===== src/design/bcs_pkg.sv =====
package bcs_pkg;

    // Field widths
    localparam int unsigned BYTE_W   = 8;
    localparam int unsigned TERM_W   = 16;
    localparam int unsigned POS_W    = 8;
    localparam int unsigned FACTOR_W = BYTE_W + 1;
    localparam int unsigned PLUS_W   = FACTOR_W + TERM_W;
    localparam int unsigned MINUS_W  = BYTE_W + TERM_W;
    localparam int unsigned SUM_W    = PLUS_W + 1;

    // Recurrence constants
    localparam logic [BYTE_W-1:0] ALPHA_MUL    = 8'd17;
    localparam logic [BYTE_W-1:0] BETA_MUL     = 8'd31;
    localparam logic [TERM_W-1:0] FIRST_OFFSET = 16'd7;
    localparam logic [TERM_W-1:0] FIRST_PREV   = 16'd1;
    localparam logic [TERM_W:0]   MODULUS      = 17'd65535;

    // Multiple of the modulus that keeps the difference non-negative
    localparam logic [SUM_W-1:0]  DIFF_BIAS    = 26'd16776960;

endpackage


===== src/design/bcs_term.sv =====
module bcs_term (
    input  logic [bcs_pkg::BYTE_W-1:0] i_data_byte,
    input  logic [bcs_pkg::POS_W-1:0]  i_pos,
    input  logic [bcs_pkg::TERM_W-1:0] i_cur,
    input  logic [bcs_pkg::TERM_W-1:0] i_prev,
    output logic [bcs_pkg::TERM_W-1:0] o_next
);

    logic [bcs_pkg::BYTE_W-1:0]   alpha;
    logic [bcs_pkg::BYTE_W-1:0]   beta;
    logic [bcs_pkg::FACTOR_W-1:0] factor;
    logic [bcs_pkg::PLUS_W-1:0]   plus;
    logic [bcs_pkg::MINUS_W-1:0]  minus;
    logic                         negative;
    logic [bcs_pkg::SUM_W-1:0]    biased;
    logic [bcs_pkg::TERM_W:0]     folded;
    logic [bcs_pkg::TERM_W:0]     reduced;

    // Position weights, taken mod 256 by truncation
    assign alpha = bcs_pkg::BYTE_W'(i_pos * bcs_pkg::ALPHA_MUL);
    assign beta  = bcs_pkg::BYTE_W'(i_pos * bcs_pkg::BETA_MUL);

    // Two products of the recurrence
    assign factor = {1'b0, i_data_byte} + {1'b0, alpha};
    assign plus   = {{bcs_pkg::TERM_W{1'b0}}, factor} * {{bcs_pkg::FACTOR_W{1'b0}}, i_cur};
    assign minus  = {{bcs_pkg::TERM_W{1'b0}}, beta} * {{bcs_pkg::BYTE_W{1'b0}}, i_prev};

    // A negative difference wraps as 2^64 - |D|, which is one above D mod 65535
    assign negative = plus < bcs_pkg::PLUS_W'(minus);
    assign biased   = {1'b0, plus} + bcs_pkg::DIFF_BIAS
                    - bcs_pkg::SUM_W'(minus)
                    + bcs_pkg::SUM_W'(negative);

    // Fold the upper half onto the lower half, then one corrective subtract
    assign folded  = (bcs_pkg::TERM_W+1)'(biased[bcs_pkg::SUM_W-1:bcs_pkg::TERM_W])
                   + {1'b0, biased[bcs_pkg::TERM_W-1:0]};
    assign reduced = (folded >= bcs_pkg::MODULUS) ? folded - bcs_pkg::MODULUS : folded;
    assign o_next  = reduced[bcs_pkg::TERM_W-1:0];

endmodule


===== src/design/byte_recurrence_checksum_unit.sv =====
// Byte recurrence checksum unit.
// A message enters one byte per request on the input channel (i_in_valid,
// o_in_stall, i_data_byte, i_is_last); i_is_last marks its final byte. The
// first byte of each message seeds the recurrence, every later byte advances
// it by one term. On the final byte the checksum leaves as one request on the
// output channel (o_out_valid, i_out_stall, o_checksum); other bytes give none.
// Each byte passes an input register and then the term logic (two narrow
// multiplies, a subtract and a fold mod 65535) that writes the running terms
// and the output register. Throughput is one byte per cycle unless a final
// byte waits behind a stalled checksum; each checksum leaves from a register.
// When the receiver stalls, the checksum holds in the output register; bytes
// without a result keep flowing, and the first final byte behind it waits in
// the input register, which then raises o_in_stall.
// Reset clears both registers' valid flags and rearms for a new message.
module byte_recurrence_checksum_unit (
    input  logic                         i_clk,
    input  logic                         i_rst_n,
    input  logic                         i_in_valid,
    output logic                         o_in_stall,
    input  logic [bcs_pkg::BYTE_W-1:0]   i_data_byte,
    input  logic                         i_is_last,
    output logic                         o_out_valid,
    input  logic                         i_out_stall,
    output logic [bcs_pkg::TERM_W-1:0]   o_checksum
);

    logic                       r_in_valid;
    logic [bcs_pkg::BYTE_W-1:0] r_in_byte;
    logic                       r_in_last;
    logic                       r_first;
    logic [bcs_pkg::POS_W-1:0]  r_pos;
    logic [bcs_pkg::TERM_W-1:0] r_prev;
    logic [bcs_pkg::TERM_W-1:0] r_cur;
    logic                       r_out_valid;
    logic [bcs_pkg::TERM_W-1:0] r_checksum;

    logic                       n_first;
    logic [bcs_pkg::POS_W-1:0]  n_pos;
    logic [bcs_pkg::TERM_W-1:0] n_prev;
    logic [bcs_pkg::TERM_W-1:0] n_cur;
    logic [bcs_pkg::TERM_W-1:0] step_term;
    logic                       out_free;
    logic                       advance;
    logic                       accept;

    bcs_term u_term (
        .i_data_byte (r_in_byte),
        .i_pos       (r_pos),
        .i_cur       (r_cur),
        .i_prev      (r_prev),
        .o_next      (step_term)
    );

    // Advance the held byte unless it has a result with nowhere to go
    assign out_free   = !r_out_valid || !i_out_stall;
    assign advance    = r_in_valid && (!r_in_last || out_free);
    assign accept     = i_in_valid && !o_in_stall;
    assign o_in_stall = r_in_valid && !advance;

    // Next recurrence state for the byte leaving the input register
    always_comb begin
        if (r_first) begin
            n_prev = bcs_pkg::FIRST_PREV;
            n_cur  = {{(bcs_pkg::TERM_W-bcs_pkg::BYTE_W){1'b0}}, r_in_byte}
                   + bcs_pkg::FIRST_OFFSET;
            n_pos  = bcs_pkg::POS_W'(1);
        end else begin
            n_prev = r_cur;
            n_cur  = step_term;
            n_pos  = r_pos + bcs_pkg::POS_W'(1);
        end
        n_first = 1'b0;
        if (r_in_last) begin
            n_first = 1'b1;
            n_pos   = '0;
        end
    end

    // Input register
    always_ff @(posedge i_clk) begin
        if (!i_rst_n) begin
            r_in_valid <= 1'b0;
        end else if (accept) begin
            r_in_valid <= 1'b1;
        end else if (advance) begin
            r_in_valid <= 1'b0;
        end
        if (accept) begin
            r_in_byte <= i_data_byte;
            r_in_last <= i_is_last;
        end
    end

    // Recurrence state
    always_ff @(posedge i_clk) begin
        if (!i_rst_n) begin
            r_first <= 1'b1;
            r_pos   <= '0;
            r_prev  <= bcs_pkg::FIRST_PREV;
            r_cur   <= '0;
        end else if (advance) begin
            r_first <= n_first;
            r_pos   <= n_pos;
            r_prev  <= n_prev;
            r_cur   <= n_cur;
        end
    end

    // Output register: load on a final byte, drop once taken
    always_ff @(posedge i_clk) begin
        if (!i_rst_n) begin
            r_out_valid <= 1'b0;
        end else if (advance && r_in_last) begin
            r_out_valid <= 1'b1;
        end else if (!i_out_stall) begin
            r_out_valid <= 1'b0;
        end
        if (advance && r_in_last) begin
            r_checksum <= n_cur;
        end
    end

    assign o_out_valid = r_out_valid;
    assign o_checksum  = r_checksum;

endmodule


===== config.mk =====
export PLATFORM = sky130hd
export DESIGN_NAME = byte_recurrence_checksum_unit
export DESIGN_NICKNAME = d
export VERILOG_FILES = /design/src/design/bcs_pkg.sv /design/src/design/bcs_term.sv /design/src/design/byte_recurrence_checksum_unit.sv
export SDC_FILE = /design/constraint.sdc
export NUM_CORES = 1
export LEC_CHECK = 0
export ABC_AREA = 1
export BUFFER_PORTS_ARGS = -buffer_cell sky130_fd_sc_hd__buf_4
export CAP_MARGIN = 20
export CORE_MARGIN = 5
export CORE_UTILIZATION = 40
export CTS_CLUSTER_DIAMETER = 40
export DETAILED_ROUTE_END_ITERATION = 10
export SYNTH_ARGS = -nofsm -noshare
export SYNTH_HDL_FRONTEND = slang
export SYNTH_SLANG_ARGS = --single-unit
export TNS_END_PERCENT = 5

===== constraint.sdc =====
create_clock -name i_clk -period 36.2 [get_ports i_clk]
set_input_delay 10.86 -clock i_clk [delete_from_list [all_inputs] [get_ports i_clk]]
set_output_delay 10.86 -clock i_clk [all_outputs]
set_load 0.05 [all_outputs]

==> metrics, run 1 <==
top cells by instance count after synthesis inv_1, nand2_1, fa_1; crit path capture type output port; asr flop ratio synth 0; Core ar. between 0.03 and 0.04 mm2; Buf+Inv Stages, Crit Path 3; clock share of power 0.066; area grow syn2layout 6.71%; die area between 0.04 and 0.05 mm2; number of diodes 0; RSZ-0062 raised after global routing no; DRT antenna net count 0; setup bufs post-CTS 0; Routed WL 40800 um; critical path's slowest cell buf_4; Internal Power between 0.0005 and 0.0006 W; final setup fails 0; Peak Freq 44.5 MHz; nets 2452; hold crit path type reg -> reg; Sw Share 0.617; status finished clean; IO Pins 31; maximum number of pins on one net before global-route repair 46; syn avg cell area 7.38 um2; first-pass GRT wire length between 60000 and 70000 um; via/cell ratio just under 5; Tot Pwr 0.00133 W; Post-synth EDFFs 25; Arr. time, crit path 11630 ps; CTS clk-pin slew, worst paths about 60 ps; warnings from Yosys 0; Hold Vio Cnt, Final 0; placed instance area around 0.016 mm2; later-pin clock latency in the skew report around 350 ps; leakage slightly below 9 nW; Comb power frac 0.859; Rows between 70 and 80; WL/cell approximately 16 um; cell count after synthesis slightly above 2000; synth top area cells fa_1, ha_1, inv_1; root buffer cell clkbuf_16; P_sw between 0.0008 and 0.0009 W; Period Utilization, post-route 0.621; H-tree levels 3; minimum clock period after layout 22490 ps; DRC violations left 0; initial antenna violation count 0; final instance area approximately 0.016 mm2; dpl hpwl approximately 34000 um; Port Buffers 30; synth unique cells 48; Slew Viols, Final 0; clk sinks ~70; Max Buffers Root-to-Sink 2; post-synth top area cell fa_1; critical path peak fanout 3; Pwr Density 82.6 mW/mm2; crit path kind in -> out; Yosys reg bits just under 70; Critical Path Max Stage Delay ~240 ps; die span in x between 200 and 250 um; post-synthesis sequential area ratio 0.106; vias in the first global route around 12000; setup_tns 0 ps; TritonCTS clock tree done; total congestion overflow 0; gr usage total 0.199; Detailed Route Iter0 Violations between 700 and 800; post-synthesis cell area approximately 0.015 mm2; worst hold margin ~520 ps; hold buffers post-CTS 0; Slew @ Worst Pin ~1000 ps; Flop pwr share 0.075; CTS buffer count 9; cell chain of the critical path buf_4 > nand2_1 > inv_1 > nand2_1 > nor2_1 > buf_4; delay-heaviest family, CP buffers and inverters; fin util 0.431; Initial Util 0.404; Most used DFF post-synth dfxtp_1; via count 12600; share of layout cells above drive strength 1 0.0603; routability cong. 0.923; Max-slew headroom 0.335; cells resized by post-CTS repair 0; max_cap viols 0; Yosys top cell area share 0.266; syn_nets 2453; Die Y a little over 200 um; Critical Path Start Type input port; Worst Path Required between 20000 and 30000 ps; most frequent cell after synthesis inv_1; Worst VDD drop 0.0745 mV; final worst clock skew 4.39 ps; First-pass DRT Iterations 5
[worst reg2reg max path, delay by kind of cell, from the launching register on]
| kind | cells | cell delay [ps] |
|---|---|---|
| adder cells (fa/ha/maj) | 13 | 5660 |
| flip-flops | 1 | 600 |
| AO/OA/AOI/OAI | 16 | 3210 |
| AND/OR/NAND/NOR | 34 | 4230 |
| XOR/XNOR | 2 | 540 |
| buffers and inverters | 8 | 780 |
[flip-flops by register name (all words and copies together), names as in the netlist]
signal and cells:
r_pos 8, r_in_valid 1, r_in_last 1, r_in_byte 8, o_checksum 16, r_prev 16
r_cur 16, r_first 1, o_out_valid 1
[cells in the final DEF, fill, tap and decap left out, types with 3 or more instances in the layout]
cell type / count
xor2_1: 49
inv_1: 501
o21ai_1: 8
nor2_2: 6
clkinv_1: 3
inv_2: 16
clkinv_2: 3
o21ai_0: 36
a21oi_2: 5
or2_2: 9
a21oi_1: 112
edfxtp_1: 25
o21bai_1: 8
clkbuf_16: 9
xnor2_1: 23
ha_1: 188
nor3_1: 6
nand2_4: 3
nand4_1: 16
fa_1: 201
a31oi_1: 5
and2_1: 4
nor2_4: 5
dfxtp_1: 43
nand2_2: 14
buf_4: 37
nand2_1: 424
a21boi_0: 5
nand3_1: 71
a211oi_1: 16
nand3_2: 8
nor2_1: 171
[final cells by class]
class	count	area, um2
Clock buffer	9	225
Clock inverter	7	67.6
Fill cell	3877	21300
Inverter	520	1950
Multi-Input combinational cell	1414	11400
Sequential cell	68	1610
Tap cell	511	639
Timing Repair Buffer	37	278
[power groups by stage]
stage | combinational [W] | sequential [W] | clock [W]
finish | 0.00115 | 0.000100 | 0.0000882
global route | 0.00129 | 0.000100 | 0.0000927
CTS | 0.00115 | 0.0000996 | 0.0000893
detailed placement | 0.00114 | 0.000101 | 0
global placement | 0.00112 | 0.000101 | 0
floorplan | 0.000866 | 0.000100 | 0
[cells by family (layout without fill, tap and decap cells)]
logic type,count (synthesis),in the layout,synth area share
AND/OR/NAND/NOR,743,743,0.209
flip-flops,68,68,0.106
AO/OA/AOI/OAI,208,208,0.0782
buffers and inverters,569,573,0.142
adder cells (fa/ha/maj),389,389,0.421
XOR/XNOR,74,74,0.0433
[metal layers]
metal | GRT usage | wire length [um] | vias up
li1 | - | - | 6182
met1 | 0.270 | 18000 | 6037
met2 | 0.322 | 18700 | 345
met3 | 0.0486 | 2980 | 58
met4 | 0.0493 | 1150 | 0
met5 | 0 | 0 | -
[stage by stage]
stage	cells	setup slack, ps
floorplan	2051	13600
global placement	2550	13680
detailed placement	2550	13710
CTS	2566	13710
global route	2566	13630
finish	2566	13710
[worst paths after layout]
check,end,slack (ps),cells past startpoint,start
hold reg to reg,r_pos[7],520,1,r_pos[7]
setup / recovery,o_in_stall,13710,6,i_out_stall
setup reg to reg,o_checksum[0],20910,73,r_pos[2]
hold / removal,r_pos[7],520,1,r_pos[7]
No activity file was read; power rests on OpenSTA's default activity.
==> inputs of run 2 (changes only) <==
clock period = 21.3 ns   (was 36.2 ns; I/O delays follow)
==> metrics, run 2 (synthesis results as in run 1) <==
gr usage total 0.206 (was 0.199); Die Y 205 um (unchanged); CTS buffer count 9 (unchanged); TritonCTS clock tree done (unchanged); setup bufs post-CTS 0 (unchanged); minimum clock period after layout about 14000 ps; Arr. time, crit path 14420 ps (was 11630 ps); crit path capture type register (was output port); critical path's slowest cell dfxtp_1 (was buf_4); via count 12600 (about the same); RSZ-0062 raised after global routing no (unchanged); Slew Viols, Final 0 (unchanged); DRT antenna net count 0 (unchanged); # fillers 3869 (was 3877); final std cells w/o fill 2565 (was 2566); WL/cell 16.5 um (was 15.9 um); placed instance area 0.0159 mm2 (about the same); Tot Pwr 0.00226 W (was 0.00133 W); Peak Freq between 60 and 70 MHz; Period Utilization, post-route 0.673; vias in the first global route 12600 (was 12400); leakage 8.67 nW (was 8.68 nW); Worst VDD drop 0.102 mV (was 0.0745 mV); IO Pins 31 (unchanged); critical path peak fanout 16 (was 3); Detailed Route Iter0 Violations 844 (was 722); placed cell count 2548 (was 2550); crit path kind reg -> reg (was in -> out); max_cap viols 0 (unchanged); die area 0.0418 mm2 (unchanged); Initial Util 0.404 (unchanged); final worst clock skew 7.54 ps (was 4.39 ps); Core ar. 0.0375 mm2 (unchanged); maximum number of pins on one net before global-route repair 46 (unchanged); final setup fails 0 (unchanged); root buffer cell clkbuf_16 (unchanged); final instance area 0.0161 mm2 (was 0.0162 mm2); Critical Path Max Stage Delay 590 ps (was 240 ps); Pwr Density 140 mW/mm2 (was 82.6 mW/mm2); Hold Vio Cnt, Final 0 (unchanged); H-tree levels 3 (unchanged); most frequent cells in the layout inv_1, nand2_1, fa_1 (unchanged); Slew @ Worst Pin 941 ps (was 996 ps); DP Worst Slack 7020 ps (was 13710 ps); cells resized by post-CTS repair 0 (unchanged); commonest non-fill, non-tap cell in the layout inv_1 (unchanged); first-pass GRT wire length 67800 um (was 65600 um); die span in x 205 um (unchanged); cell repeated most along the worst path nand2_1; Critical Path Start Type register (was input port); setup_tns 0 ps (unchanged); status finished clean (unchanged); Setup WS post-layout 6970 ps (was 13710 ps); hold buffers post-CTS 0 (unchanged); area grow syn2layout 6.54% (was 6.71%); DRC violations left 0 (unchanged); initial antenna violation count 0 (unchanged); First-pass DRT Iterations 6 (was 5); via/cell ratio 4.93 (was 4.92); Port Buffers 30 (unchanged); routability cong. 0.936 (was 0.923); Max-slew headroom 0.369 (was 0.335); CTS clk-pin slew, worst paths 60 ps (about the same); number of diodes 0 (unchanged); later-pin clock latency in the skew report 340 ps (was 350 ps); hold crit path type reg -> reg (unchanged); clk sinks 68 (unchanged); Routed WL 42400 um (was 40800 um); total congestion overflow 0 (unchanged); Rows 71 (unchanged); nets 2451 (was 2452); dpl hpwl 35500 um (was 34100 um); Worst Path Required 21390 ps (was 25340 ps); Max Buffers Root-to-Sink 2 (unchanged); share of layout cells above drive strength 1 0.0579 (was 0.0603)
[run 2: cell types whose count changed in the layout (fill, tap and decap cells not counted)]
cell	delta
bufinv_16	-1
clkbuf_1	+3
clkinvlp_4	-2
clkinv_4	-1
buf_16	+1
clkinv_1	+1
buf_4	-2
[run 2: where the power goes]
group / switching [W] / leakage (nW) / internal, W / total [W]
combinational: 0.00132 / 7.96 / 0.000630 / 0.00195
sequential: 0.0000217 / 0.587 / 0.000151 / 0.000172
clock: 0.0000562 / 0.125 / 0.0000777 / 0.000134
total: 0.00140 / 8.67 / 0.000858 / 0.00226
[run 2: final timing paths]
check,startpoint,endpoint,slack [ps],depth (start not counted)
worst max-delay path,r_pos[2],o_checksum[4],6970,74
worst min-delay path,r_pos[7],r_pos[7],520,1
worst max register to register,r_pos[2],o_checksum[4],6970,74
worst min register to register,r_pos[7],r_pos[7],520,1
[run 2: layer usage]
| metal | track usage | wire [um] | vias up |
|---|---|---|---|
| li1 | - | - | 6177 |
| met1 | 0.280 | 18800 | 6020 |
| met2 | 0.336 | 19400 | 371 |
| met3 | 0.0442 | 2930 | 70 |
| met4 | 0.0548 | 1250 | 0 |
| met5 | 0 | 0 | - |
[run 2: stage by stage]
step / hold WS, ps / util
finish: 519 / 0.430
global route: 516 / 0.430
CTS: 515 / 0.430
detailed placement: 500 / 0.423
global placement: 502 / 0.423
floorplan: 466 / -
[run 2: worst max-delay path: cells and delay by family (launching register included)]
kind	cells	cell delay, ps
AO/OA/AOI/OAI	16	2430
XOR/XNOR	2	390
adder cells (fa/ha/maj)	13	5490
buffers and inverters	8	610
flip-flops	1	590
AND/OR/NAND/NOR	35	4570
[run 2: layout make-up]
type | count | area [um2] | area share
clock inverter | 4 | 17.5 | 0.00109
tap | 511 | 639 | 0.0396
sequential | 68 | 1610 | 0.0999
inverter | 520 | 1950 | 0.121
timing repair buffer | 36 | 290 | 0.0180
clock buffer | 12 | 236 | 0.0147
multi-input combinational | 1414 | 11400 | 0.706
